==> src/hdl/lcr_pkg.sv <==
`default_nettype none
package lcr_pkg;

	localparam int unsigned MAX_WIDTH_DEF  = 64;
	localparam int unsigned MAX_HEIGHT_DEF = 64;

	localparam int unsigned CFG_W   = 7;
	localparam int unsigned POS_W   = 12;
	localparam int unsigned COUNT_W = 13;

	typedef enum logic [1:0] {
		CELL_EMPTY  = 2'b00,
		CELL_WALL   = 2'b01,
		CELL_MARK_A = 2'b10,
		CELL_MARK_B = 2'b11
	} cell_t;

	typedef enum logic {
		REG_GRID_WIDTH  = 1'b0,
		REG_GRID_HEIGHT = 1'b1
	} reg_index_t;

	typedef enum logic [3:0] {
		ST_CLEAR,
		ST_IDLE,
		ST_DIV_S_GO,
		ST_DIV_S_WAIT,
		ST_DIV_E_GO,
		ST_DIV_E_WAIT,
		ST_DECIDE,
		ST_DRAW,
		ST_SCAN_RD,
		ST_SCAN_CHK,
		ST_POP_RD,
		ST_POP_WAIT,
		ST_NB_SEL,
		ST_NB_CHK,
		ST_FIN
	} state_t;

	typedef struct packed {
		logic                start;
		logic [POS_W-1:0]    dividend;
		logic [CFG_W-1:0]    divisor;
	} div_req_t;

	typedef struct packed {
		logic                done;
		logic [POS_W-1:0]    quo;
		logic [CFG_W-1:0]    rem;
	} div_rsp_t;

endpackage
`default_nettype wire

==> src/hdl/lcr_div.sv <==
`default_nettype none
module lcr_div
	import lcr_pkg::*;
(
	input  wire logic     clk,
	input  wire logic     arst_n,
	input  wire div_req_t req,
	output div_rsp_t      rsp
);

	// Restoring division, one quotient bit per cycle.
	logic [POS_W-1:0] quo_q;
	logic [CFG_W-1:0] rem_q;
	logic [CFG_W-1:0] dvs_q;
	logic [3:0]       cnt_q;
	logic             busy_q;
	logic             done_q;
	logic [CFG_W:0]   trial;

	assign trial = {rem_q, quo_q[POS_W-1]};

	always_ff @(posedge clk or negedge arst_n) begin
		if (!arst_n) begin
			busy_q <= 1'b0;
			done_q <= 1'b0;
			cnt_q  <= '0;
		end else begin
			done_q <= 1'b0;
			if (req.start) begin
				busy_q <= 1'b1;
				cnt_q  <= '0;
			end else if (busy_q) begin
				cnt_q <= cnt_q + 4'd1;
				if (cnt_q == 4'(POS_W - 1)) begin
					busy_q <= 1'b0;
					done_q <= 1'b1;
				end
			end
		end
	end

	always_ff @(posedge clk) begin
		if (req.start) begin
			quo_q <= req.dividend;
			rem_q <= '0;
			dvs_q <= req.divisor;
		end else if (busy_q) begin
			if (trial >= {1'b0, dvs_q}) begin
				rem_q <= CFG_W'(trial - {1'b0, dvs_q});
				quo_q <= {quo_q[POS_W-2:0], 1'b1};
			end else begin
				rem_q <= trial[CFG_W-1:0];
				quo_q <= {quo_q[POS_W-2:0], 1'b0};
			end
		end
	end

	assign rsp.done = done_q;
	assign rsp.quo  = quo_q;
	assign rsp.rem  = rem_q;

endmodule
`default_nettype wire

==> config.mk <==
export PLATFORM = sky130hd
export DESIGN_NAME = lcr_div
export DESIGN_NICKNAME = d
export VERILOG_FILES = /design/src/hdl/lcr_pkg.sv /design/src/hdl/lcr_div.sv
export SDC_FILE = /design/constraint.sdc
export NUM_CORES = 1
export LEC_CHECK = 0
export ABC_AREA = 1
export BUFFER_PORTS_ARGS = -buffer_cell sky130_fd_sc_hd__buf_2
export CORE_UTILIZATION = 35
export DETAILED_ROUTE_END_ITERATION = 8
export GPL_ROUTABILITY_DRIVEN = 0
export PLACE_DENSITY = 0.56
export REMOVE_ABC_BUFFERS = 1
export SETUP_SLACK_MARGIN = 0.4
export SLEW_MARGIN = 10
export SYNTH_ARGS = -nofsm -noshare
export SYNTH_HDL_FRONTEND = slang
export SYNTH_SLANG_ARGS = --single-unit
==> constraint.sdc <==
create_clock -name clk -period 5.65 [get_ports clk]
set_clock_uncertainty 0.2 [all_clocks]
set_input_delay 1.695 -clock clk [delete_from_list [all_inputs] [get_ports clk]]
set_output_delay 1.695 -clock clk [all_outputs]
set_load 0.02 [all_outputs]
==> metrics.txt, run 1 <==
number of instances on the worst hold path 1; number of hold-slack violations in the final timing report 0; power density relative to cell area roughly 380 mW/mm^2; width of the chip 72.4 um; mean cell area of the mapped netlist 8.62 sq um; post-detailed-route via-to-cell ratio 4.50; Post-Place Cells 305; Post-Route Hold Slack 0.280 ns; slew at the pin closest to its max-slew limit between 0.5 and 0.6 ns; Worst path max stage delay 0.46 ns; Overall Global Routing Usage 0.147; kind of launch point of the worst setup path input port; terminus of the critical flop-to-flop path rem_q[0]; number of buffers inserted to repair setup after CTS 0; Clock H-tree levels 2; core box area 0.00475 sq mm; die boundary height slightly above 70 um; number of flops mapped to enable cells by yosys 19; number of buffers added on ports 41; wire length of the first global-routing pass between 5000 and 6000 um; number of fill cells 493; clock-pin transition on the worst setup and hold timing paths 0.06 ns; count of maximum capacitance violations 0; Slew headroom 0.624; proportion of synthesized chip area in sequential cells 0.497; share of Yosys cell area claimed by the top area cell type 0.329; number of max-slew violations in the final report 0; fraction of layout instances using a drive strength above 1 0.244; outcome completed; Post-Route WL 3540 um; Primary FF master, synth edfxtp_1; Antenna Nets Post-Route 0; leakage power summed over all cells 1.08 nW; worst min-delay path category flip-flop to flip-flop; Period minus WS final 3.03 ns; count of non-filler cells in the finished layout 313; worst slack after detailed placement approximately 2.3 ns; Critical Path Sink quo_q[11]; share of the clock period used by the worst path after layout 0.537; number of top-level design ports 42; class of the most critical setup path input port to flip-flop; summed instance area of the synthesized netlist 0.00173 sq mm; Pre-Repair DR Iteration Count 5; maximum number of pins on one net before global-route repair 24; top cells by area, synth edfxtp_1 33%, nand2_1 17%, dfrtp_1 8.7%, dfxtp_1 8.1%, ha_1 5.8%; number of diodes added for antenna fixing 0; count of hold-fix buffers inserted at cts 0; via count about 1400; Yosys warnings 0; clock net sink count 32; via count of the first global-routing pass roughly 1300; Final #Nets approximately 280; total power draw 802 uW; post-synth top area cell edfxtp_1; average detailed-routed wire length per instance 11.3 um; later-pin clock latency in the skew report 0.28 ns; buffer type at the clock tree root clkbuf_8; arrival time at the worst endpoint 2.75 ns; unrepaired setup endpoints after global routing no; total number of cells along the worst setup path 3; sum of negative setup slack 0 ns; number of cells on the worst reg-to-reg path 12; starting utilization of the core area 0.364; Critical R2R Launch quo_q[11]; CP Data Required Time 5.37 ns; capturing element type of the critical path flip-flop; floorplan row count 25; maximum ir drop on the vdd rail 0.161 mV; initial antenna violation count 0; GR Overflow Total 0; TritonCTS clock tree done; post-CTS sizing 0; Crit. Startpoint req[19]; sum of net half-perimeters after detailed placement 2630 um; cell with the most instances after synthesis nand2_1; DRC violation count after routing 0; register-to-register setup slack between 3 and 4 ns; worst-path cell chain buf_2 -> nor2_2 -> inv_1; total of flip-flops plus latches after synthesis 32; synthesized instance count 201; worst path buffer plus inverter count 2; number of setup violations in the final report 0; post-synthesis async set-or-reset flop share 0.188; number of DRC markers after the initial detailed-route iteration 50; buffers from clock root to sink, at most 2; family with the most delay on the worst path buffers and inverters; die area 0.00524 sq mm; commonest cells in the netlist 79 x nand2_1, 23 x inv_1, 19 x edfxtp_1; library cells used by synthesis 32; P&R area growth vs syn 20.2%; least setup slack across all paths after layout 2.62 ns; number of buffers added by the clock tree synthesis step 5; critical-path cell with the highest stage delay inv_1; CP max FO 23; upper clock frequency limit 330 MHz
registers in the layout (all words and copies together) (netlist names):
signal and cells:
quo_q 12, rem_q 7, done_q 1, busy_q 1
cnt_q 4, dvs_q 7
cell usage in the layout (no fill, tap or decap), types with 3 or more instances in the layout:
master / count
a21oi_1: 3
buf_2: 41
nand3_1: 13
clkbuf_8: 5
dfxtp_1: 7
ha_1: 8
nand3b_1: 5
nand2_1: 79
dfrtp_1: 6
edfxtp_1: 19
nor2_1: 9
inv_1: 23
xor2_1: 3
worst min-delay path by stage:
stage / startpoint / end
2_1_floorplan: cnt_q[3] / cnt_q[3]
3_3_place_gp: cnt_q[3] / cnt_q[3]
3_5_place_dp: cnt_q[3] / cnt_q[3]
4_1_cts: cnt_q[3] / cnt_q[3]
5_1_grt: rem_q[5] / rem_q[5]
6_report: cnt_q[3] / cnt_q[3]
metrics by stage:
| step | util | cell area [sq um] |
|---|---|---|
| after floorplan | - | 1710 |
| after CTS | 0.438 | 2080 |
| after global placement | 0.421 | 2000 |
| after global routing | 0.438 | 2080 |
| final | 0.438 | 2080 |
| after detailed placement | 0.421 | 2000 |
report_power, final:
part | switching (mW) | internal [mW] | leakage (nW)
registers | 0.0296 | 0.286 | 0.334
logic | 0.199 | 0.123 | 0.697
clock network | 0.0816 | 0.0834 | 0.0453
total | 0.310 | 0.492 | 1.08
cell type report:
type,instances,area [sq um],area share
Clock inverter,3,13.8,0.00661
Inverter,25,93.8,0.0450
Clock buffer,5,68.8,0.0330
Timing Repair Buffer,41,205,0.0985
Multi-Input combinational cell,140,757,0.363
Sequential cell,32,861,0.413
Tap cell,67,83.8,0.0402
metal layers:
layer / track usage / part of all wire
met3: 0.0361 / 0.051
met1: 0.209 / 0.50
met5: 0 / 0
met2: 0.218 / 0.43
met4: 0.0523 / 0.013
cells by family (layout without fill, tap and decap cells):
family                   Yosys count  count (layout)  synth area share
AND/OR/NAND/NOR                  119             119             0.316
flip-flops                        32              32             0.497
buffers and inverters             29              74            0.0664
adder cells (fa/ha/maj)            9               9            0.0693
AO/OA/AOI/OAI                      9               9            0.0368
XOR/XNOR                           3               3            0.0152
Power figures use the tool's default switching activity.
==> run 2: changes to the inputs <==
Settings changed: PLACE_DENSITY 0.56 to 0.58.
Clock period 5.65 ns to 2.7 ns, I/O delays scaled along.
==> run 2 against run 1 <==
  * Critical path depth increased by 7
  * Non-clock buffer count increased by 2
  * Die area unchanged
  * Clock power increased by 130%
  * Design area increased by 1.3%
  * Power increased by 110%
  * Wire length increased by 0.82%
  * Register-to-register slack got worse by 2.9 ns
  * Via count decreased by 0.21%
  * Largest cell class unchanged
==> metrics.txt, run 2 (synthesized netlist as in run 1, its figures left out) <==
fraction of layout instances using a drive strength above 1 0.258 (+0.0142); GR Overflow Total 0 (unchanged); DRC violation count after routing 0 (unchanged); Comb power frac 0.396 (-0.005); number of buffers added by the clock tree synthesis step 5 (unchanged); sum of negative setup slack 0 ns (unchanged); post-detailed-route via-to-cell ratio 4.46 (-0.85%); maximum number of pins on one net before global-route repair 17 (-29%); CP Data Required Time 2.63 ns (-2.74 ns); number of buffers added on ports 41 (unchanged); clock net sink count 32 (unchanged); switching power 653 uW (+110%); number of top-level design ports 42 (unchanged); buffer type at the clock tree root clkbuf_8; power density relative to cell area 811 mW/mm^2 (+110%); sum of net half-perimeters after detailed placement 2760 um (+4.8%); number of setup violations in the final report 0 (unchanged); die area 0.00524 sq mm (unchanged); Internal Pwr Total 1.06 mW (+120%); via count of the first global-routing pass 1385 (+9.2%); kind of launch point of the worst setup path flip-flop; outcome completed; maximum ir drop on the vdd rail 0.375 mV (+130%); share of the clock period used by the worst path after layout 0.757; via count 1405 (-0.21%); Critical R2R Launch quo_q[11]; width of the chip 72.4 um (unchanged); Slew headroom 0.638 (+0.0133); slew at the pin closest to its max-slew limit 0.543 ns (-0.0199 ns); count of hold-fix buffers inserted at cts 0 (unchanged); Antenna Nets Post-Route 0 (unchanged); leakage power summed over all cells 1.09 nW (+1.3%); number of buffers inserted to repair setup after CTS 0 (unchanged); number of max-slew violations in the final report 0 (unchanged); number of hold-slack violations in the final timing report 0 (unchanged); unrepaired setup endpoints after global routing no; share of power burned in the clock network 0.221 (+0.015); max FFs per register 12 (unchanged); Pre-Repair DR Iteration Count 4 (-1); CP max FO 8 (-65%); number of cells on the worst reg-to-reg path 10 (-2); Clock H-tree levels 2 (unchanged); average detailed-routed wire length per instance 11.3 um (+0.18%); worst min-delay path category input port to async pin; count of maximum capacitance violations 0 (unchanged); share of total power in sequential cells 0.383 (-0.010); TritonCTS clock tree done; most used cells in the layout excluding fill and tap cells 79 x nand2_1, 41 x buf_2, 23 x inv_1; later-pin clock latency in the skew report 0.28 ns (about the same); largest registers in the final layout quo_q (12), dvs_q (7), rem_q (7); switch share 0.381 (-0.00487); class of the most critical setup path flip-flop to flip-flop; capturing element type of the critical path flip-flop; wire length of the first global-routing pass 6140 um (+3.6%); die boundary height 72.4 um (unchanged); Overall Global Routing Usage 0.156 (+0.00825); P&R area growth vs syn 21.8%; number of DRC markers after the initial detailed-route iteration 52 (+4.0%); upper clock frequency limit 489 MHz; Period minus WS final 2.04 ns; floorplan row count 25 (unchanged); number of diodes added for antenna fixing 0 (unchanged); core box area 0.00475 sq mm (unchanged); leading cell type in the layout, fill and taps excluded nand2_1; post-CTS sizing 0 (unchanged); Final #Nets 278 (+0.72%); Core Util, Final 0.444 (+0.00579); starting utilization of the core area 0.364 (unchanged); clock-pin transition on the worst setup and hold timing paths 0.07 ns (about the same); Post-Route WL 3570 um (+0.82%); register ranked first by flip-flop count quo_q; initial antenna violation count 0 (unchanged); buffers from clock root to sink, at most 2 (unchanged); register-to-register setup slack 0.66 ns (-2.89 ns); terminus of the critical flop-to-flop path quo_q[0]; arrival time at the worst endpoint 1.97 ns (-0.78 ns)
run 2: cell types whose count changed in the layout (fill, tap and decap cells not counted), sizes merged:
| cell | change |
|---|---|
| buf | +2 |
| clkbuf | +1 |
| clkinv | -1 |
run 2: metal layers:
| metal | routed length (um) | vias up | share of wire | global-route usage |
|---|---|---|---|---|
| li1 | - | 738 | - | - |
| met1 | 1660 | 620 | 0.47 | 0.194 |
| met2 | 1640 | 41 | 0.46 | 0.249 |
| met3 | 200 | 6 | 0.056 | 0.0417 |
| met4 | 70 | 0 | 0.020 | 0.0763 |
| met5 | 0 | - | 0 | 0 |
run 2: final cells by class:
type	instances	area (sq um)
clock buffers	6	82.6
well taps	67	83.8
flip-flops and latches	32	861
fillers	491	2640
clock inverters	2	10.0
repair buffers	43	220
inverters	25	93.8
multi-input cells	140	759
run 2: worst max path at each step:
stage | start | to | slack [ns]
after floorplan | quo_q[11] | rem_q[0] | 0.65
after global placement | req[19] | quo_q[2] | 0.49
after detailed placement | req[19] | quo_q[2] | 0.47
after CTS | quo_q[11] | quo_q[0] | 0.61
after global routing | quo_q[11] | quo_q[0] | 0.43
final | quo_q[11] | quo_q[0] | 0.66
run 2: critical path, stage by stage, from the launching register on:
cell	delay, ns
edfxtp_1	0.35
inv_1	0.06
ha_1	0.23
fa_2	0.36
inv_1	0.08
nand2_1	0.06
nand2_1	0.07
nand2_1	0.08
nand2_1	0.08
nand2_2	0.11
a31oi_1	0.19
run 2: power groups by stage:
| stage | Sequential, mW | Clock [mW] | Combinational (mW) |
|---|---|---|---|
| detailed placement | 0.665 | 0 | 0.682 |
| floorplan | 0.726 | 0 | 0.436 |
| global placement | 0.672 | 0 | 0.675 |
| finish | 0.656 | 0.378 | 0.678 |
| global route | 0.668 | 0.407 | 0.767 |
| CTS | 0.657 | 0.395 | 0.685 |
run 2: per-stage QoR:
step	hold slack (ns)	instances	area [sq um]	setup WS, ns	total power [mW]
2_1_floorplan	0.235	197	1710	0.652	1.16
5_1_grt	0.141	315	2110	0.426	1.84
6_report	0.143	315	2110	0.657	1.71
3_5_place_dp	0.258	307	2020	0.466	1.35
3_3_place_gp	0.258	307	2020	0.486	1.35
4_1_cts	0.133	315	2110	0.609	1.74
==> run 3: changes to the inputs <==
Settings changed: ABC_AREA 1 to 0.
Clock period 2.7 ns to 1.7 ns, I/O delays scaled along.
==> run 3 against run 2 <==
  * The flow now finishes with violations (setup timing)
  * Largest power group unchanged
  * Combinational power rose by 130%
  * Die area rose by 4.5%
  * Highest routed layer unchanged
  * Final cell count shrank 2.2%
  * Synthesized cell count shrank 20%
  * Largest cell class is now multi-input combinational cells
  * Clock power grew 47%
  * Sequential power is 60% higher
  * First-iteration DRC count decreased by 1.9%
  * Power rose by 84%
  * Flip-flop and latch count is the same
  * Area after synthesis grew 4.6%
  * Critical path depth fell by 3
==> metrics.txt, run 3 <==
outcome finished, violations left; violated checks setup timing; die boundary height 74.0 um (+2.2%); Primary FF master, synth edfxtp_1; starting utilization of the core area 0.374 (+0.00946); number of top-level design ports 42 (unchanged); max FFs per register 12 (unchanged); total of flip-flops plus latches after synthesis 32 (unchanged); register ranked first by flip-flop count quo_q; number of flops mapped to enable cells by yosys 19 (unchanged); Post-Route WL 4070 um (+14%); instance area at placement 0.00231 sq mm (+15%); capturing element type of the critical path flip-flop; most used cells in the layout excluding fill and tap cells 31 x buf_4, 29 x buf_6, 21 x buf_2; number of buffers added by the clock tree synthesis step 5 (unchanged); arrival time at the worst endpoint 2.18 ns (+0.21 ns); later-pin clock latency in the skew report 0.28 ns (about the same); maximum ir drop on the vdd rail 0.526 mV (+40%); class of the most critical setup path flip-flop to flip-flop; post-detailed-route via-to-cell ratio 4.74 (+6.2%); number of DRC markers after the initial detailed-route iteration 51 (-1.9%); Yosys warnings 0 (unchanged); number of buffers added on ports 41 (unchanged); Core Util, Final 0.554 (+0.110); count of maximum capacitance violations 0 (unchanged); sum of net half-perimeters after detailed placement 2950 um (+7.2%); Post-Route Hold Slack 0.196 ns (+0.0532 ns); leakage power summed over all cells 1.18 nW (+8.1%); DRC violation count after routing 0 (unchanged); buffers from clock root to sink, at most 2 (unchanged); Worst path max stage delay 0.42 ns (+0.06 ns); proportion of synthesized chip area in sequential cells 0.475 (-0.0219); switching power 1.06 mW (+63%); Final #Nets 271 (-2.5%); least setup slack across all paths after layout -0.472 ns (-1.13 ns); number of diodes added for antenna fixing 0 (unchanged); summed instance area of the synthesized netlist 0.00181 sq mm (+4.6%); CP max FO 8 (unchanged); share of power burned in the clock network 0.177 (-0.044); share of total power in sequential cells 0.333 (-0.050); Antenna Nets Post-Route 0 (unchanged); Clock H-tree levels 2 (unchanged); Overall Global Routing Usage 0.160 (+0.00458); fraction of layout instances using a drive strength above 1 0.510 (+0.252); via count of the first global-routing pass 1429 (+3.2%); detailed route wirelength on metal3 169 um (-16%); clock net sink count 32 (unchanged); worst min-delay path category input port to flip-flop; post-synthesis async set-or-reset flop share 0.188 (unchanged); average detailed-routed wire length per instance 13.2 um (+17%); maximum number of pins on one net before global-route repair 15 (-2); length of routed met2 wiring 1860 um (+14%); terminus of the critical flop-to-flop path rem_q[5]; width of the chip 74.0 um (+2.2%); power density relative to cell area 1170 mW/mm^2 (+45%); worst-path cell chain ha_4 -> fa_2 -> nand2b_4 -> a211o_1 -> buf_6 -> a31o_4 -> o21ai_1; buffer type at the clock tree root clkbuf_8; number of max-slew violations in the final report 0 (unchanged); P&R area growth vs syn 48.1%; floorplan row count 25 (unchanged); share of the clock period used by the worst path after layout 1.28 (+0.521); Critical R2R Launch dvs_q[0]; Slew headroom 0.761 (+0.123); synthesized instance count 160 (-20%); family with the most delay on the worst path compound AO/OA/AOI/OAI gates; post-synth top area cell edfxtp_1; unrepaired setup endpoints after global routing yes; max layer used met4; commonest cells in the netlist 19 x edfxtp_1, 15 x nor2_1, 11 x inv_1, 11 x mux2_2; leading cell type in the layout, fill and taps excluded buf_4; TritonCTS clock tree done; die area 0.00547 sq mm (+4.5%); share of Yosys cell area claimed by the top area cell type 0.315 (-0.0145); number of setup violations in the final report 9 (+9); number of cells on the worst reg-to-reg path 7 (-3); worst path buffer plus inverter count 1 (-1); upper clock frequency limit 460 MHz (-5.9%); wire length of the first global-routing pass 6620 um (+7.9%); total power draw 3.15 mW (+84%); critical-path cell with the highest stage delay edfxtp_1; GR Overflow Total 0 (unchanged); total number of cells along the worst setup path 7 (-3); Pre-Repair DR Iteration Count 4 (unchanged); slew at the pin closest to its max-slew limit 0.350 ns (-0.193 ns); largest registers in the final layout quo_q (12), dvs_q (7), rem_q (7); initial antenna violation count 0 (unchanged); library cells used by synthesis 45 (+41%); kind of launch point of the worst setup path flip-flop; clock-pin transition on the worst setup and hold timing paths 0.07 ns (about the same); core box area 0.00485 sq mm (+2.0%); Internal Pwr Total 2.09 mW (+97%); Comb power frac 0.491 (+0.095); switch share 0.337 (-0.0441); CP Data Required Time 1.71 ns (-0.92 ns); mean cell area of the mapped netlist 11.3 sq um (+31%); top cells by area, synth edfxtp_1 31%, dfrtp_1 8.3%, dfxtp_1 7.7%, mux2_2 6.8%, ha_1 5.5%; Period minus WS final 2.17 ns (+0.128 ns); Crit. Startpoint dvs_q[0]; routed length on met1 2000 um (+20%); number of hold-slack violations in the final timing report 0 (unchanged); Critical Path Sink rem_q[5]; cell with the most instances after synthesis edfxtp_1; final non-filler cell area 0.00269 sq mm (+27%); register-to-register setup slack -0.47 ns (-1.13 ns); via count 1459 (+3.8%)
run 3: power groups by stage:
stage / combinational, mW / clock [mW] / sequential, mW
after global routing: 1.68 / 0.597 / 1.07
after CTS: 1.49 / 0.576 / 1.04
final: 1.55 / 0.556 / 1.05
after global placement: 1.28 / 0 / 1.04
after detailed placement: 1.28 / 0 / 1.03
after floorplan: 0.603 / 0 / 1.16
run 3: area by class of cell:
class	count	area (sq um)
fillers	436	2160
multi-input cells	107	916
flip-flops and latches	32	870
repair buffers	83	694
well taps	67	83.8
clock buffers	7	76.3
inverters	11	41.3
clock inverters	1	3.75
run 3: cell families (layout without fill, tap and decap cells):
group                      after synthesis  after routing  synth area share
DFF                                     32             32             0.475
and+or+nand+nor                         50             50             0.154
buffers and inverters                   21            102            0.0566
xor gates and xnor gates                 6              6            0.0290
adders and majority gates                9              9            0.0663
AOI/OAI and AO/OA                       29             29             0.140
muxes                                   13             13            0.0794
run 3: metal layers:
metal  up-vias  global-route usage
li1        746                   -
met1       678               0.227
met2        30               0.236
met3         5              0.0407
met4         0              0.0577
met5         -                   0
run 3: repair_timing:
item	CTS	global route
gates cloned	0	0
resized for setup	57	14
hold endpoints to repair	6	0
setup buffers	5	2
pin swaps	5	1
endpoints found under the setup margin	50	43
hold buffers	1	0
run 3: worst min path at each step:
stage	startpoint	to	slack (ns)	depth (start not counted)
4_1_cts	req[0]	dvs_q[0]	0.19	1
2_1_floorplan	arst_n	busy_q	0.01	0
5_1_grt	req[1]	dvs_q[1]	0.19	1
6_report	req[0]	dvs_q[0]	0.20	1
3_5_place_dp	arst_n	cnt_q[2]	0.14	1
3_3_place_gp	arst_n	done_q	0.14	1
run 3: per-stage QoR:
stage               setup WS (ns)  setup TNS, ns  cells
floorplan                  -0.776          -5.61    150
global placement           -0.545          -4.11    292
detailed placement         -0.591          -4.43    292
CTS                        -0.440          -3.23    306
global route               -0.544          -3.84    308
finish                     -0.472          -3.30    308
